==> src/rtl/polynomial_evaluator_defines.svh <==
// Assertion macros for the polynomial evaluator.
// Included by the top level; define NO_ASSERTIONS to compile them out.
`ifndef POLYNOMIAL_EVALUATOR_DEFINES_SVH
`define POLYNOMIAL_EVALUATOR_DEFINES_SVH

`ifndef NO_ASSERTIONS

// same-cycle implication
`define POLY_ASSERT_IMP(name, clk, rst_n, ante, cons) \
    name: assert property (@(posedge clk) disable iff (!rst_n) (ante) |-> (cons)) \
        else $error("assertion failed: same-cycle implication");

// next-cycle implication
`define POLY_ASSERT_NEXT(name, clk, rst_n, ante, cons) \
    name: assert property (@(posedge clk) disable iff (!rst_n) (ante) |=> (cons)) \
        else $error("assertion failed: next-cycle implication");

`else

`define POLY_ASSERT_IMP(name, clk, rst_n, ante, cons)

`define POLY_ASSERT_NEXT(name, clk, rst_n, ante, cons)

`endif

`endif

==> src/rtl/poly_pkg.sv <==
// Shared types and constants for the polynomial evaluator.
// No dependencies.
`timescale 1ns / 1ps
`default_nettype none

package poly_pkg;

    localparam int WORD_W    = 32;
    localparam int NUM_COEFS = 8;
    localparam int IDX_W     = $clog2(NUM_COEFS);

    typedef logic [WORD_W-1:0] word_t;
    typedef logic [IDX_W-1:0]  coef_idx_t;

    // beat moving between Horner steps: partial sum and evaluation point
    typedef struct packed {
        word_t acc;
        word_t x;
    } beat_t;

endpackage

`default_nettype wire

==> src/rtl/poly_step.sv <==
// One Horner step, acc * x + coef, as a multiply stage and an add stage.
// Depends on poly_pkg. Low 32 bits only; signed and unsigned agree.
`timescale 1ns / 1ps
`default_nettype none

module poly_step
    import poly_pkg::*;
(
    input  logic  clk,
    input  logic  rst_n,
    input  logic  in_valid,
    output logic  in_stall,
    input  beat_t in_beat,
    input  word_t coef,
    output logic  out_valid,
    input  logic  out_stall,
    output beat_t out_beat
);

    logic  mul_valid_reg;
    logic  mul_valid_next;
    word_t prod_reg;
    word_t prod_next;
    word_t mul_x_reg;
    logic  add_valid_reg;
    logic  add_valid_next;
    beat_t add_beat_reg;
    beat_t add_beat_next;
    logic  add_en;
    logic  mul_en;

    // a stage loads when empty or when its content moves on
    assign add_en   = !add_valid_reg || !out_stall;
    assign mul_en   = !mul_valid_reg || add_en;
    assign in_stall = !mul_en;

    always_comb
    begin
        mul_valid_next = mul_valid_reg;
        prod_next      = prod_reg;
        if (mul_en)
        begin
            mul_valid_next = in_valid;
            prod_next      = in_beat.acc * in_beat.x;
        end
    end

    always_comb
    begin
        add_valid_next = add_valid_reg;
        add_beat_next  = add_beat_reg;
        if (add_en)
        begin
            add_valid_next    = mul_valid_reg;
            add_beat_next.acc = prod_reg + coef;
            add_beat_next.x   = mul_x_reg;
        end
    end

    always_ff @(posedge clk or negedge rst_n)
    begin
        if (!rst_n)
        begin
            mul_valid_reg <= 1'b0;
            add_valid_reg <= 1'b0;
        end
        else
        begin
            mul_valid_reg <= mul_valid_next;
            add_valid_reg <= add_valid_next;
        end
    end

    always_ff @(posedge clk)
    begin
        prod_reg     <= prod_next;
        add_beat_reg <= add_beat_next;
        if (mul_en)
        begin
            mul_x_reg <= in_beat.x;
        end
    end

    assign out_valid = add_valid_reg;
    assign out_beat  = add_beat_reg;

endmodule

`default_nettype wire

==> config.mk <==
export PLATFORM = sky130hd
export DESIGN_NAME = poly_step
export DESIGN_NICKNAME = d
export VERILOG_FILES = /design/src/rtl/polynomial_evaluator_defines.svh /design/src/rtl/poly_pkg.sv /design/src/rtl/poly_step.sv
export SDC_FILE = /design/constraint.sdc
export NUM_CORES = 1
export LEC_CHECK = 0
export BUFFER_PORTS_ARGS = -buffer_cell sky130_fd_sc_hd__buf_2
export CAP_MARGIN = 20
export CORE_MARGIN = 2
export CORE_UTILIZATION = 59
export CTS_BUF_LIST = sky130_fd_sc_hd__clkbuf_2 sky130_fd_sc_hd__clkbuf_4 sky130_fd_sc_hd__clkbuf_8
export DETAILED_ROUTE_END_ITERATION = 12
export HOLD_SLACK_MARGIN = 0.15
export MAX_ROUTING_LAYER = met4
export PLACE_DENSITY = 0.86
export SLEW_MARGIN = 25
export SYNTH_ARGS = -nofsm -noshare
export SYNTH_HDL_FRONTEND = slang
export SYNTH_SLANG_ARGS = --single-unit
==> constraint.sdc <==
create_clock -name clk -period 3.9 [get_ports clk]
set_input_delay 0.195 -clock clk [delete_from_list [all_inputs] [get_ports clk]]
set_output_delay 0.195 -clock clk [all_outputs]
set_load 0.01 [all_outputs]
# Yosys cells after proc, flatten, opt, wreduce, memory -nomap -nowiden
# Index checks and enable logic that the tools add are counted.
[totals]
register_bits = 130
latchBits = 0
mem_bits_rw = 0
mem_bits_ro = 0
output_inout_bits = 66
wordCells = 14
mem_count = 0
[op_classes]
addsub = 1
n_mul = 1
div_mod_pow = 0
order_cmp = 0
n_eq_ne = 0
shift = 0
muxes = 0
n_bitwise = 0
reduce_logical = 6
[op_table]
columns = ["op", "count"]
rows = [
  ["adder 32 bit", 1],
  ["multiplier 32 x 32 -> 32 bit", 1],
  ["zero test 1 bit", 4],
  ["logical OR 1 bit", 2],
]

# Logic depth before layout (Yosys ltp)
[logic_depth]
ltp_word = 4
mapped_depth = 27
mapped_depth_nobuf = 25

# Least setup slack after synthesis
# OpenSTA, ideal clock, no wires.
[synth_path]
kind = "input to register"
from = "input in_beat[44] in the netlist's numbering"
to = "register prod_reg[30] (data pin)"
setup_time_ns = 0.258
arrival_time_ns = 6.478
required_ns = 3.642
setup_slack_ns = -2.836
cell_stages = 26
n_path_buf = 2
path_cell_list = "clkbuf_1 -> clkbuf_1 -> nand2_1 -> fa_1 -> inv_1 -> fa_1 -> inv_1 -> fa_1 -> fa_1 -> inv_1 -> fa_1 -> inv_1 -> fa_1 -> fa_1 -> fa_1 -> inv_1 -> ha_1 -> a21oi_1 -> nor2b_1 -> o21ai_1 -> nand2b_1 -> or3_1 -> o31ai_1 -> o21ai_0 -> a21oi_1 -> xnor2_1"
[synth_via]
elab_chain_len = 1
[synth_lines]
columns = ["element", "line", "text"]
rows = [
  ["start, declared", "poly_step.sv:13", "input beat_t in_beat,"],
  ["multiplier 32 x 32 -> 32 bit", "poly_step.sv:44", "prod_next = in_beat.acc * in_beat.x;"],
  ["end signal, assigned", "poly_step.sv:76", "prod_reg <= prod_next;"],
  ["end, declared", "poly_step.sv:22", "word_t prod_reg;"],
]
# No other way between the ends.
# A chain may end at the register's enable or synchronous reset.

# Final worst setup path
[layout_path]
from = "input in_beat[39] in the netlist's numbering"
to = "register prod_reg[31] (data pin)"
# Same word-level chain as after synthesis.

==> Implementation_results.wiki <==
{| class="wikitable"
! Metric !! Value
|-
| H-tree lvl count || 4
|-
| Sequential area share after synthesis || between 10% and 20%
|-
| Final Cycle Share || 164.0%
|-
| Number of hold violations in the final report || 0
|-
| Cell family contributing the most delay on the critical path || adder cells
|-
| Number of design rule violations left after detail routing || 0
|-
| Grt total ovfl || 0
|-
| Port Buffers || 165
|-
| Number of rows in the core area || ~70
|-
| Setup CP Type || input pin to flop
|-
| Core area || about 35,000 um2
|-
| Total CTS buffers || 17
|-
| Root Buffer || clkbuf_8
|-
| Share of the core filled with cells in the final layout || between 70% and 80%
|-
| Maximum number of pins on one net before global-route repair || 67
|-
| Total Nets Final || 3,139
|-
| Critical path data required time || around 4200 ps
|-
| Number of flip-flops under the largest register name || 64
|-
| CP bufs+invs || 8
|-
| Mean area per synthesized cell || a little over 10 um2
|-
| Smallest setup slack after layout || -2496 ps
|-
| Largest stage delay on the critical path || a little over 600 ps
|-
| Clock sinks || 130
|-
| Launching element of the worst setup path || in_beat[39]
|-
| Sum of routed wire length over all layers || 66,160 um
|-
| Count of endpoints failing setup in the final report || 25
|-
| Area growth from synthesis to layout || 23.92%
|-
| Max-slew headroom at the worst pin || a little under a third
|-
| Slowest stage cell, crit path || fa_1
|-
| Die Area || between 30,000 and 40,000 um2
|-
| Actual transition at the worst max-transition pin || between 1000 and 1500 ps
|-
| Routed via count || 16,930
|-
| Number of library cell types mapped by synthesis || 52
|-
| Max-cap viol count || 0
|-
| Vias in the first global route || roughly 18,000
|-
| Number of violations reported at the end of detailed-routing iteration 0 || 1,546
|-
| Average wire per cell in the routed design || around 22 um
|-
| Register bit total from synthesis || 130
|-
| Crit-path most repeated cell || fa_1
|-
| Fin Setup TNS || -46,840 ps
|-
| Worst Hold Class || input pin to flop
|-
| Summed instance area of the synthesized netlist || approximately 21,000 um2
|-
| Reg2Reg Launch Point || prod_reg[0]
|-
| Initial standard-cell utilization of the core || roughly three fifths
|-
| Outcome || finished with violations
|-
| Total count of max-transition violations in the final report || 0
|-
| Fraction of registers with async set or reset after synthesis || around 1.5%
|-
| First-pass iteration count of the detailed router || 6
|-
| Unrepaired setup endpoints after global routing || yes
|-
| Deepest clock path buffer count || 2
|-
| First-pass GRT wire length || approximately 96,000 um
|-
| Final Critical Period || roughly 6400 ps
|-
| Y dimension of the die || 193.0 um
|-
| Critical Path AT || approximately 6700 ps
|-
| Clock network latency to the later pin of the worst-skew pair || around 520 ps
|-
| Main synth FF type || edfxtp_1
|-
| Initial antenna violation count || 3
|-
| Detail Route Antenna Nets || 0
|-
| Post-synth EDFFs || approximately 130
|-
| Failing checks || setup timing
|-
| Fmax || 0.1563 GHz
|-
| Fraction of layout cells with a size suffix above 1 || between 20 and 30%
|-
| Cell count after synthesis || roughly 2,100
|-
| Width of the chip || 193.0 um
|-
| Critical Path End Type || flop
|-
| TritonCTS clock tree || built
|-
| I/O pin cnt || between 150 and 200
|-
| Weighted congestion at the end of routability-driven global placement || around 0.95
|-
| Worst clock skew on the final layout || approximately 24 ps
|-
| Global Route Usage Sum || 35.96%
|-
| Syn Nets || roughly 2,700
|-
| Total number of yosys warnings || 0
|-
| Startpoint of the lowest-slack hold path || in_beat[6]
|-
| Vias/cell || ~5.7
|-
| Clock input transition at the sequential cells of the worst setup and hold paths || about 100 ps
|-
| Startpoint type of the worst setup path || input pin
|-
| Worst Path Max Fanout || 5
|-
| HPWL reported at the end of detailed placement || 47,740 um
|}
==> placed cells by master, fill, tap and decap left out, types with 5 or more instances in the layout <==
cell,Yosys,routed
nor2b_1,7,6
buf_2,0,147
xor2_1,31,31
o21ai_0,17,10
o21bai_1,5,5
buf_6,0,34
inv_6,0,6
a21oi_2,3,17
ha_4,0,29
xnor2_1,82,80
dlygate4sd3_1,0,30
and2_4,0,22
o21ai_1,10,13
ha_1,154,125
clkbuf_8,0,17
nand2b_1,9,9
a21oi_1,42,26
o21a_1,7,7
fa_1,409,377
a21o_1,26,26
buf_4,0,211
buf_12,0,19
inv_2,0,27
edfxtp_1,128,128
nand3_1,9,6
fa_2,0,32
nand4_1,5,5
nor2_1,32,28
and2_1,273,251
inv_1,403,376
buf_8,0,15
nand2_1,286,281
==> worst register-to-register path, stage by stage (launching register included) <==
cell and delay [ps]:
edfxtp_1 350, ha_1 190, inv_1 90, fa_1 440, nor2b_1 230, o21ai_1 140
a21boi_1 440, o211ai_2 180, o21ai_1 400, a31o_1 260, a21o_1 130, a21oi_1 80
xnor2_1 130
==> metal layers <==
layer / part of all wire [%] / vias to the layer above / wire length [um] / global-route usage, %
li1: - / 7095 / - / -
met1: 35 / 8315 / 23380 / 42.80
met2: 47 / 1207 / 31080 / 56.81
met3: 11 / 309 / 7541 / 10.10
met4: 6.3 / 0 / 4154 / 17.37
met5: 0 / - / 0 / -
==> area by class of cell <==
cell class / instances / area [um2]
Clock inverter: 15 / 122.6
Fill cell: 2199 / 9291
Clock buffer: 17 / 234.0
Inverter: 403 / 1513
Antenna cell: 3 / 7.507
Multi-Input combinational cell: 1464 / 16080
Tap cell: 461 / 576.8
Timing Repair Buffer: 460 / 3676
Sequential cell: 130 / 3894
==> Yosys cell counts, drive strengths merged, types with 2 or more instances <==
cell type	number	area, um2
ha	154	1927
nand3	9	45.04
fa	409	8188
nor4	2	12.51
o21bai	6	48.80
nand3b	2	15.01
nand4	5	31.28
a31o	4	35.04
dfrtp	2	50.05
a31oi	4	25.02
a21o	26	195.2
inv	403	1513
nand2	286	1074
nor3	6	35.03
and2	273	1708
a41oi	2	32.53
xor2	31	271.5
o31ai	3	36.28
or2	3	18.77
or3	4	25.02
nand2b	9	56.30
a211oi	6	60.06
nor2b	7	43.79
clkbuf	86	322.8
o21a	7	52.55
a21oi	45	236.5
o21ai	27	135.1
a211o	2	17.52
and3	2	12.51
xnor2	82	718.2
nor2	32	120.1
a21boi	2	15.01
o211ai	4	35.03
edfxtp	128	3844
a311o	2	20.02
==> worst paths after layout <==
kind | end | slack (ps) | depth (start not counted)
worst max-delay path | prod_reg[31] | -2500 | 27
worst min-delay path | mul_x_reg[6] | 170 | 3
worst max register to register | out_beat[62] | 610 | 12
worst min register to register | out_beat[20] | 420 | 0
max in group asynchronous | mul_valid_reg | 3240 | 3
min in group asynchronous | out_valid | 530 | 3
==> repair_timing <==
action                                  CTS  global route
resized for setup                       121           127
pin swaps                                80           104
endpoints found under the setup margin   24            25
buffers inserted                         19            30
hold buffers                             28             2
hold endpoints to repair                 28             2
cloned                                    0             1
==> per-stage QoR <==
| step | cell area (um2) | setup slack, ps | cells | hold WS [ps] |
|---|---|---|---|---|
| CTS | 25380 | -2351 | 2920 | 150.1 |
| global placement | 24110 | -2899 | 2845 | -20.36 |
| finish | 26110 | -2496 | 2953 | 169.1 |
| floorplan | 21330 | -2643 | 2084 | -100.6 |
| global route | 26100 | -2614 | 2952 | 173.1 |
| detailed placement | 24110 | -3110 | 2845 | -16.23 |
==> cell families after synthesis <==
| group | after synthesis | share of synthesized area (%) |
|---|---|---|
| and+or+nand+nor | 642 | 15.28 |
| adders and majority gates | 563 | 48.02 |
| buffers and inverters | 490 | 8.731 |
| AOI/OAI and AO/OA | 146 | 4.787 |
| DFF | 130 | 18.48 |
| xor gates and xnor gates | 113 | 4.698 |
Power is not shown: default switching activity piles up to over one toggle a cycle in this logic, so the estimate is an artifact.
