File: config.mk
export PLATFORM = sky130hd
export DESIGN_NAME = poly_coefs
export DESIGN_NICKNAME = d
export VERILOG_FILES = /design/src/rtl/polynomial_evaluator_defines.svh /design/src/rtl/poly_pkg.sv /design/src/rtl/poly_coefs.sv
export SDC_FILE = /design/constraint.sdc
export NUM_CORES = 1
export LEC_CHECK = 0
export BUFFER_PORTS_ARGS = -buffer_cell sky130_fd_sc_hd__buf_4
export CELL_PAD_IN_SITES_DETAIL_PLACEMENT = 0
export CELL_PAD_IN_SITES_GLOBAL_PLACEMENT = 1
export CORE_MARGIN = 10
export CORE_UTILIZATION = 42
export CTS_CLUSTER_DIAMETER = 150
export DETAILED_ROUTE_END_ITERATION = 12
export GPL_TIMING_DRIVEN = 0
export PLACE_DENSITY = 0.79
export SLEW_MARGIN = 20
export SYNTH_ARGS = -nofsm -noshare
export SYNTH_HDL_FRONTEND = slang
export SYNTH_SLANG_ARGS = --single-unit
File: constraint.sdc
create_clock -name clk -period 0.9 [get_ports clk]
set_input_delay 0.045 -clock clk [delete_from_list [all_inputs] [get_ports clk]]
set_output_delay 0.045 -clock clk [all_outputs]
set_load 0.03 [all_outputs]
File: src/rtl/polynomial_evaluator_defines.svh
// Assertion macros for the polynomial evaluator.
// Included by the top level; define NO_ASSERTIONS to compile them out.
`ifndef POLYNOMIAL_EVALUATOR_DEFINES_SVH
`define POLYNOMIAL_EVALUATOR_DEFINES_SVH

`ifndef NO_ASSERTIONS

// same-cycle implication
`define POLY_ASSERT_IMP(name, clk, rst_n, ante, cons) \
    name: assert property (@(posedge clk) disable iff (!rst_n) (ante) |-> (cons)) \
        else $error("assertion failed: same-cycle implication");

// next-cycle implication
`define POLY_ASSERT_NEXT(name, clk, rst_n, ante, cons) \
    name: assert property (@(posedge clk) disable iff (!rst_n) (ante) |=> (cons)) \
        else $error("assertion failed: next-cycle implication");

`else

`define POLY_ASSERT_IMP(name, clk, rst_n, ante, cons)

`define POLY_ASSERT_NEXT(name, clk, rst_n, ante, cons)

`endif

`endif

File: src/rtl/poly_pkg.sv
// Shared types and constants for the polynomial evaluator.
// No dependencies.
`timescale 1ns / 1ps
`default_nettype none

package poly_pkg;

    localparam int WORD_W    = 32;
    localparam int NUM_COEFS = 8;
    localparam int IDX_W     = $clog2(NUM_COEFS);

    typedef logic [WORD_W-1:0] word_t;
    typedef logic [IDX_W-1:0]  coef_idx_t;

    // beat moving between Horner steps: partial sum and evaluation point
    typedef struct packed {
        word_t acc;
        word_t x;
    } beat_t;

endpackage

`default_nettype wire

File: src/rtl/poly_coefs.sv
// Coefficient register file, written through the configuration port.
// Depends on poly_pkg.
`timescale 1ns / 1ps
`default_nettype none

module poly_coefs
    import poly_pkg::*;
(
    input  logic                             clk,
    input  logic                             rst_n,
    input  logic                             cfg_we,
    input  coef_idx_t                        cfg_index,
    input  word_t                            cfg_data,
    output logic [NUM_COEFS-1:0][WORD_W-1:0] coef
);

    logic [NUM_COEFS-1:0][WORD_W-1:0] coef_reg;
    logic [NUM_COEFS-1:0][WORD_W-1:0] coef_next;

    always_comb
    begin
        coef_next = coef_reg;
        if (cfg_we)
        begin
            coef_next[cfg_index] = cfg_data;
        end
    end

    always_ff @(posedge clk or negedge rst_n)
    begin
        if (!rst_n)
        begin
            coef_reg <= '0;
        end
        else
        begin
            coef_reg <= coef_next;
        end
    end

    assign coef = coef_reg;

endmodule

`default_nettype wire

After elaboration in Yosys (flattened, before gate mapping)
Index checks and enable logic that the tools add are counted.
- bits in read-only memories: 0
- memories: 0
- bits in latches: 0
- memory bits (writable): 0
- register bits after elaboration: 256
- word-level logic and storage cells: 14
- multipliers: 0
- mux-type cells: 3
- shift operators: 0
- reductions and logical operators: 1
- add/subtract/negate cells: 0
- equality and inequality tests: 0
- bitwise logic cells: 0
- div/mod/pow operators: 0
- order comparisons: 2
- operator list (kind ; number):
    $bwmux 256 ; 1
    $demux 32 s3 ; 1
    $mux 32 ; 1
    $lt 3x4->1 const B ; 1
    $ge 3x1->1 const B ; 1
    $logic_and 1x1->1 ; 1

Logic depth before layout (Yosys ltp)
Gate-level depths: netlist of run 1.
- depth after elaboration: 5
- depth in mapped cells: 5

Worst setup path before layout of run 1
No wires, ideal clock.
- path type: input-to-reg
- start point: input cfg_index[2]
- end point: register coef_reg (netlist bit coef[10])
- buffers on the path: 2
- slack: -0.352 ns
- stages: 4
- required time: 0.775 ns
- library setup time: 0.125 ns
- arrival: 1.127 ns
- cell sequence: buf_2 nor4b_4 buf_6 mux2_2
- word-level cells in the longest chain between the ends: 5
- ends and longest elaborated chain (item ; RTL line ; RTL):
    start, declared ; poly_coefs.sv:12 ; input coef_idx_t cfg_index,
    $lt 3x4->1 (implied by the code) or $ge 3x1->1 (tied branches) ; poly_coefs.sv:25 ; coef_next[cfg_index] = cfg_data;
    $logic_and 1x1->1 (implied by the code) ; poly_coefs.sv:25 ;
    $mux 32 (implied by the code) ; poly_coefs.sv:25 ;
    $demux 32 s3 * ; poly_coefs.sv:25 ;
    $bwmux 256 * ; poly_coefs.sv:25 ;
    end signal, assigned ; poly_coefs.sv:37 ; coef_reg <= coef_next;
    end, declared ; poly_coefs.sv:17 ; logic [NUM_COEFS-1:0][WORD_W-1:0] coef_reg;
Mark *: on every way between the ends. The rest lies on a longest branch, timed or not.
A chain may end at the register's enable or synchronous reset.

Worst setup path in the final report of run 1
- start point: register coef_reg (netlist bit coef[163])
- end point: output coef[163] (netlist bit)
- RTL lines (item ; RTL line ; RTL):
    end, declared ; poly_coefs.sv:14 ; output logic [NUM_COEFS-1:0][WORD_W-1:0] coef
No word-level cell between the ends.

==> results.ini, run 1 <==
[timing]
max_freq_ghz=0.875
slew_violations=0
min_period_over_period=1.27
period_needed_ps=1140
final_hold_viol_count=190
tightest_slew_ps=432
setup_ws_ps=-243
rsz0062_at_grt=yes
relSlewSlack=0.711
fin_worst_skew_ps=0
setup_viol=301
hold_slack_ps=-588

[worst_setup_path]
critical_path.startpoint_type=flop
end_kind=output port
worstPathMaxFanout=2
crit_chain=buf_6
critPathTopFamily=flip-flops
worstSetupPathType=reg -> out
cp.required_ps=850
max_stage_delay_ps=420
worstSetupStartpoint=coef[163]$_DFFE_PN0P_
arrival_ps=1100
cp_num_buf_inv=1
slowest_stage=dfrtp_1
r2r-start=coef[1]$_DFFE_PN0P_

[yosys]
synth_nets=589
synthesis.area_sq_um=9610
ys_seq_area_frac=0.667
synth_area_leaders=dfrtp_1 (67%), mux2_2 (27%), mux2_1 (2.9%), buf_6 (1.4%), buf_2 (0.99%)
yosysTopAreaCell=dfrtp_1
synth_cell_type_count=9
yosysWarningCount=0
synth_top_area_frac=0.667
synth_area_per_cell_sq_um=17.4
synth_seq_cells=256
synthCells=551

[placed_design]
dp.cells=1128
port_buffers=289
hpwlAfterDp_um=20700
globalplace.congestion=0.756

[power_and_ir_drop]
p_leak_nw=7.64
p_clk_frac=0.257
swShare=0.335
seq_power_share=0.357
power_density_nw_per_um2=2850
p_comb_frac=0.386
total_power_mw=45.4
p_sw_mw=15.2
vdd_ir_drop_max_v=0.00201
internal_power_mw=30.2

[clock_network]
postCtsHoldBufs=32
cts_made_buffers=28
worst_skew_pair.late_latency_ps=530
htree_levels=1
clkTransAtPathRegs_ps=60
clock_path_buffers=3
cts_tree=yes
cts_sinks=256
root_buffer=clkbuf_16

[global_route]
grt_pass1_wl_um=46600
grt_usage=0.207
grt_max_degree=85
overflow=0
grt_antenna_before_repair=0
first_global_vias=7402

[route]
num_vias=6574
drc_errors=0
wire_per_inst_um=24.1
drtPass1Iterations=4
vias_per_cell=5.02
ant_nets=0
drt_iter0_markers=350
routed_wl_um=31500

[die]
rows=55
die_area_sq_um=29300
boundaryPins=294
coreArea_sq_um=22600
chipWidth_um=171
start_util=0.426
die_y_um=171

[status]
status=finished, violations left
violations=hold timing, setup timing

[worst_hold_path]
hold_class=in -> async

[job]
drv_cap=0

[final_layout]
stdcell_count=1310
layout.nets=1041
drive_above_1_share=0.696
largest_reg_flops=256
antennaDiodeCount=0
area_growth_pct=66.0

cell usage in the layout, fill, tap and decap left out, drive strengths merged:
cell         Yosys  final
buf             31    421
mux2           256    256
bufinv           0      2
nor4b            1      1
clkbuf           0     47
nor4bb           3      3
nand4            1      1
dlygate4sd3      0     32
dfrtp          256    256
nand4b           3      3
clkinv           0      3
logic make-up (layout without fill, tap and decap cells):
family,after synthesis,count (layout),synth area share
buffers and inverters,31,505,0.0240
and+or+nand+nor,8,8,0.00899
DFF,256,256,0.667
muxes,256,256,0.300
layout make-up:
cell class              instances  area [sq um]
plain buffers                  31           353
clock buffers                  47           883
clock inverters                 5          75.1
fillers                      1437          6630
multi-input cells             264          3380
flip-flops and latches        256          6410
well taps                     285           357
repair buffers                422          4490
metal layers:
metal | vias up | GRT usage | wire [um]
met3 | 49 | 0.0674 | 2420
met5 | - | 0 | 0
met2 | 223 | 0.359 | 16100
li1 | 2858 | - | -
met1 | 3444 | 0.242 | 12300
met4 | 0 | 0.0510 | 750
cell usage after synthesis:
cell type	instances
buf_2	19
buf_6	12
dfrtp_1	256
mux2_1	25
mux2_2	231
nand4_1	1
nand4b_1	3
nor4b_4	1
nor4bb_1	3
power groups by stage:
stage | Combinational (mW) | Clock [mW] | Sequential (mW)
global placement | 13.7 | 0 | 15.6
finish | 17.5 | 11.7 | 16.2
global route | 18.3 | 12.3 | 16.5
floorplan | 2.94 | 0 | 20.6
detailed placement | 13.9 | 0 | 15.8
CTS | 16.8 | 11.9 | 16.0
worst paths after layout:
check	to	slack [ps]	cells after the start
worst max-delay path	coef[163]	-240	1
worst min-delay path	coef[145]$_DFFE_PN0P_	-590	1
worst max register to register	coef[1]$_DFFE_PN0P_	-30	2
worst min register to register	coef[18]$_DFFE_PN0P_	510	1
max in group asynchronous	coef[198]$_DFFE_PN0P_	500	3
min in group clk	coef[63]$_DFFE_PN0P_	80	4
per-stage QoR:
stage	TNS [ps]	hold slack (ps)	setup slack, ps	utilization	cell area, sq um
finish	-55390	-588	-243	0.706	15900
global route	-64920	-575	-279	0.706	15900
CTS	-59650	-596	-271	0.686	15500
detailed placement	-107700	-34.3	-545	0.562	12700
global placement	-613810	327	-2040	0.558	12600
floorplan	-53870	-251	-313	-	10100
timing repair:
item                                    in CTS  in global routing
hold endpoints to repair                   446                190
setup buffers                               70                 45
pin swaps                                    0                  1
endpoints found under the setup margin     256                339
resized for setup                          265                 67
Note: power is estimated with default switching activity, not from simulation.
==> run 2: changes to the inputs <==
--- a/config.mk
+++ b/config.mk
@@ -14,6 +14,7 @@
 export DETAILED_ROUTE_END_ITERATION = 12
 export GPL_TIMING_DRIVEN = 0
 export PLACE_DENSITY = 0.79
+export SETUP_SLACK_MARGIN = 0.5
 export SLEW_MARGIN = 20
 export SYNTH_ARGS = -nofsm -noshare
 export SYNTH_HDL_FRONTEND = slang
==> run 2 against run 1 <==
Compared with the run above:
- the flow still finishes with violations (hold timing, setup timing)
- largest cell class unchanged
- wire length up 6.0%
- worst setup slack got worse by 13 ps
- via count fell by 0.78%
- sequential power grew 4%
- count of clock-buffer cells in the layout fell by 5
- design area up 5.9%
- sequential cell count is the same
- global-route usage is 0.13 points higher
- clock power grew 4%
- non-clock buffer count down 5
- critical path depth unchanged
- total power grew 5.3%
==> results.ini, run 2 (synthesis results as in run 1) <==
[status]
status=finished, violations left
violations=hold timing, setup timing

[final_layout]
antennaDiodeCount=0
drive_above_1_share=0.972
ff_latch_area_sq_um=6700
largest_reg_flops=256
layout_commonest_cell=buf_6
area_growth_pct=75.8
layout.nets=1036
multi_input_area_sq_um=3790
final_cell_mix=buf_6 (382), dfrtp_2 (238), mux2_4 (211), buf_4 (46), mux2_2 (45)
stdcell_count=1304
num-fill-cells=1259

[clock_network]
worst_skew_pair.late_latency_ps=530
cts_tree=yes
cts_made_buffers=28
clkTransAtPathRegs_ps=60
clock_path_buffers=3
cts_sinks=256
htree_levels=1
root_buffer=clkbuf_16

[placed_design]
hpwlAfterDp_um=20500
dp.cells=1127
port_buffers=289
globalplace.congestion=0.788

[die]
rows=55
boundaryPins=294
die_y_um=171
start_util=0.426
chipWidth_um=171
coreArea_sq_um=22600
die_area_sq_um=29300

[power_and_ir_drop]
vdd_ir_drop_max_v=0.00232
swShare=0.328
p_sw_mw=15.7
power_density_nw_per_um2=2830
seq_power_share=0.351
internal_power_mw=32.2
p_clk_frac=0.255
p_leak_nw=7.99
p_comb_frac=0.394

[global_route]
grt_max_degree=111
grt_pass1_wl_um=46700
first_global_vias=7230
overflow=0
grt_antenna_before_repair=0
grt_usage=0.208

[job]
drv_cap=0

[timing]
slew_violations=0
setup_viol=318
rsz0062_at_grt=yes
min_period_over_period=1.29
relSlewSlack=0.709
setup_ws_ps=-257
fin_worst_skew_ps=0
hold_slack_ps=-601
period_needed_ps=1160
max_freq_ghz=0.864
tightest_slew_ps=437
tns_ps=-61750
final_hold_viol_count=512

[route]
vias_per_cell=5.00
wire_per_inst_um=25.6
drc_errors=0
drtPass1Iterations=4
num_vias=6523
drt_iter0_markers=387
ant_nets=0
routed_wl_um=33400

[worst_setup_path]
worstSetupPathType=reg -> out
slowest_stage=dfrtp_2
cp_num_buf_inv=1
arrival_ps=1110
critPathTopFamily=flip-flops
worstSetupStartpoint=coef[131]$_DFFE_PN0P_
cp.required_ps=850
worstPathMaxFanout=2
end_kind=output port
crit_chain=buf_6
max_stage_delay_ps=430
r2r-start=coef[65]$_DFFE_PN0P_
critical_path.startpoint_type=flop

[worst_hold_path]
hold_class=in -> async

[run 2: changes by cell type in the layout (fill, tap and decap cells not counted), moves of 26 or more]
cell	delta
dfrtp_1	-238
dfrtp_2	+238
dlygate4sd3_1	-32
buf_6	+46
mux2_2	-94
buf_4	-26
mux2_4	+102
[run 2: power by group through the flow]
stage	clock network, mW	registers, mW	logic (mW)
2_1_floorplan	0	21.2	2.94
3_3_place_gp	0	16.0	13.7
3_5_place_dp	0	16.2	13.9
4_1_cts	12.3	16.6	17.3
5_1_grt	12.8	17.0	19.6
6_report	12.2	16.8	18.9
[run 2: worst paths after layout]
kind                       slack [ps]  cells after the start                    end
max                              -260                      1              coef[131]
min                              -600                      1  coef[123]$_DFFE_PN0P_
max reg2reg                      -140                      3   coef[65]$_DFFE_PN0P_
min reg2reg                       530                      1  coef[147]$_DFFE_PN0P_
max in group asynchronous         720                      2   coef[38]$_DFFE_PN0P_
min in group clk                 -190                      2   coef[58]$_DFFE_PN0P_
[run 2: cell type report]
type                       count  share of cell area
buffer                        31              0.0248
clock buffer                  42              0.0500
clock inverter                 9             0.00896
multi-input combinational    264               0.224
sequential                   256               0.397
tap                          285              0.0211
timing repair buffer         417               0.274
[run 2: metrics by stage]
step / power [mW] / worst slack (ps) / utilization / instance area [sq um]
after detailed placement: 30.1 / -579 / 0.574 / 13000
after global placement: 29.7 / -2280 / 0.571 / 12900
after floorplan: 24.1 / -313 / - / 10400
after CTS: 46.2 / -265 / 0.707 / 15900
final: 47.8 / -257 / 0.748 / 16900
after global routing: 49.5 / -283 / 0.748 / 16900
[run 2: what timing repair did]
action	4_1_cts	5_1_grt
hold endpoints to repair	450	512
pin swaps	1	1
cloned	0	4
gates resized for setup	405	102
setup endpoints to repair	564	657
setup buffers	64	58
[run 2: routing by layer]
layer	global-route usage	up-vias	wire length (um)
li1	-	2835	-
met1	0.251	3408	13100
met2	0.353	227	16900
met3	0.0660	53	2440
met4	0.0552	0	969
met5	0	-	0
==> run 3: changes to the inputs <==
--- a/config.mk
+++ b/config.mk
@@ -19,3 +19,4 @@
 export SYNTH_ARGS = -nofsm -noshare
 export SYNTH_HDL_FRONTEND = slang
 export SYNTH_SLANG_ARGS = --single-unit
+export TNS_END_PERCENT = 30
==> run 3 against run 2 <==
Compared with the run above:
- the run still ends with hold timing, setup timing left
- count of clock-buffer cells in the layout up 2
- register-to-register slack about the same
- critical path depth unchanged
- wire length down 8.8%
- design area down 9.1%
- non-clock buffer count down 25
- sequential share of layout area up 2.0 points
- total power down 8.7%
- maximum frequency up 2.0%
- first-iteration DRC count down 7.5%
- core utilization down 6.8 points
- critical path type unchanged
==> results.ini, run 3 (synthesis results as in run 1) <==
[route]
drc_errors=0
routed_wl_um=30500
ant_nets=0
drt_iter0_markers=358
vias_per_cell=5.00
drtPass1Iterations=4
num_vias=6371
wire_per_inst_um=23.9

[timing]
tightest_slew_ps=544
hold_slack_ps=-572
fin_worst_skew_ps=0
relSlewSlack=0.637
period_needed_ps=1130
setup_viol=317
slew_violations=0
rsz0062_at_grt=yes
final_hold_viol_count=512
max_freq_ghz=0.881
tns_ps=-52690
min_period_over_period=1.26
setup_ws_ps=-234

[power_and_ir_drop]
vdd_ir_drop_max_v=0.00171
p_leak_nw=7.38
power_density_nw_per_um2=2840
total_power_mw=43.7

[final_layout]
final_cell_mix=buf_6 (270), dfrtp_1 (256), mux2_2 (142), buf_4 (139), mux2_4 (110)
final_core_util=0.680
area_growth_pct=59.8
drive_above_1_share=0.722
layout.nets=1009
layout_commonest_cell=buf_6
num-fill-cells=1492
largest_reg_flops=256
antennaDiodeCount=0

[global_route]
grt_antenna_before_repair=0
first_global_vias=7069
grt_usage=0.199
overflow=0
grt_max_degree=109
grt_pass1_wl_um=44700

[die]
die_area_sq_um=29300
start_util=0.426
die_y_um=171
chipWidth_um=171
rows=55
coreArea_sq_um=22600
boundaryPins=294

[placed_design]
hpwlAfterDp_um=20700
port_buffers=289
globalplace.congestion=0.779
dpl_worst_slack_ps=-521

[worst_hold_path]
hold_class=in -> async

[worst_setup_path]
worstRegToRegCells=3
slowest_stage=dfrtp_1
path_depth=1
cp_num_buf_inv=1
max_stage_delay_ps=420
end_kind=output port
critPathTopFamily=flip-flops
crit_chain=buf_6
cp.required_ps=850
critical_path.startpoint_type=flop
arrival_ps=1090
worstPathMaxFanout=2
worstSetupPathType=reg -> out

[status]
status=finished, violations left
violations=hold timing, setup timing

[clock_network]
cts_tree=yes
clkTransAtPathRegs_ps=60
worst_skew_pair.late_latency_ps=510
clock_path_buffers=3
root_buffer=clkbuf_16
cts_sinks=256
htree_levels=1
cts_made_buffers=26

[job]
drv_cap=0

==> run 3: metrics by stage <==
step,cell area [sq um],instances
after CTS,15000,1235
after floorplan,9980,551
after detailed placement,12600,1127
final,15300,1274
after global routing,15300,1274
after global placement,12500,1125
==> run 3: what timing repair did <==
| item | in CTS | in global routing |
|---|---|---|
| pin swaps | 1 | 0 |
| gates resized for setup | 294 | 25 |
| hold endpoints to repair | 512 | 486 |
| setup endpoints to repair | 620 | 587 |
| buffers inserted | 62 | 39 |
==> run 3: layout make-up <==
type / instances / area, sq um / share of cell area
buffer: 31 / 388 / 0.0253
multi-input combinational: 264 / 3390 / 0.221
clock inverter: 2 / 10.0 / 0.000652
clock buffer: 44 / 820 / 0.0534
tap: 285 / 357 / 0.0232
timing repair buffer: 392 / 3980 / 0.259
sequential: 256 / 6410 / 0.417
==> run 3: path summary, 6_finish.rpt <==
path                                  startpoint               endpoint  slack [ps]
max                        coef[174]$_DFFE_PN0P_              coef[174]        -230
min                                        rst_n   coef[76]$_DFFE_PN0P_        -570
min reg2reg                 coef[74]$_DFFE_PN0P_   coef[74]$_DFFE_PN0P_         520
min in group clk                    cfg_data[30]   coef[30]$_DFFE_PN0P_        -180
max reg2reg                 coef[55]$_DFFE_PN0P_   coef[55]$_DFFE_PN0P_        -140
max in group asynchronous                  rst_n  coef[222]$_DFFE_PN0P_         610
==> run 3: where the power goes <==
group,switching [mW],internal (mW)
clock network,4.29,6.14
logic,8.50,8.61
registers,2.04,14.1
total,14.8,28.8
==> run 3: routing by layer <==
layer / global-route usage / vias up / wire (um)
li1: - / 2787 / -
met5: 0 / - / 0
met1: 0.235 / 3323 / 11800
met3: 0.0660 / 43 / 2510
met4: 0.0594 / 0 / 764
met2: 0.337 / 218 / 15400
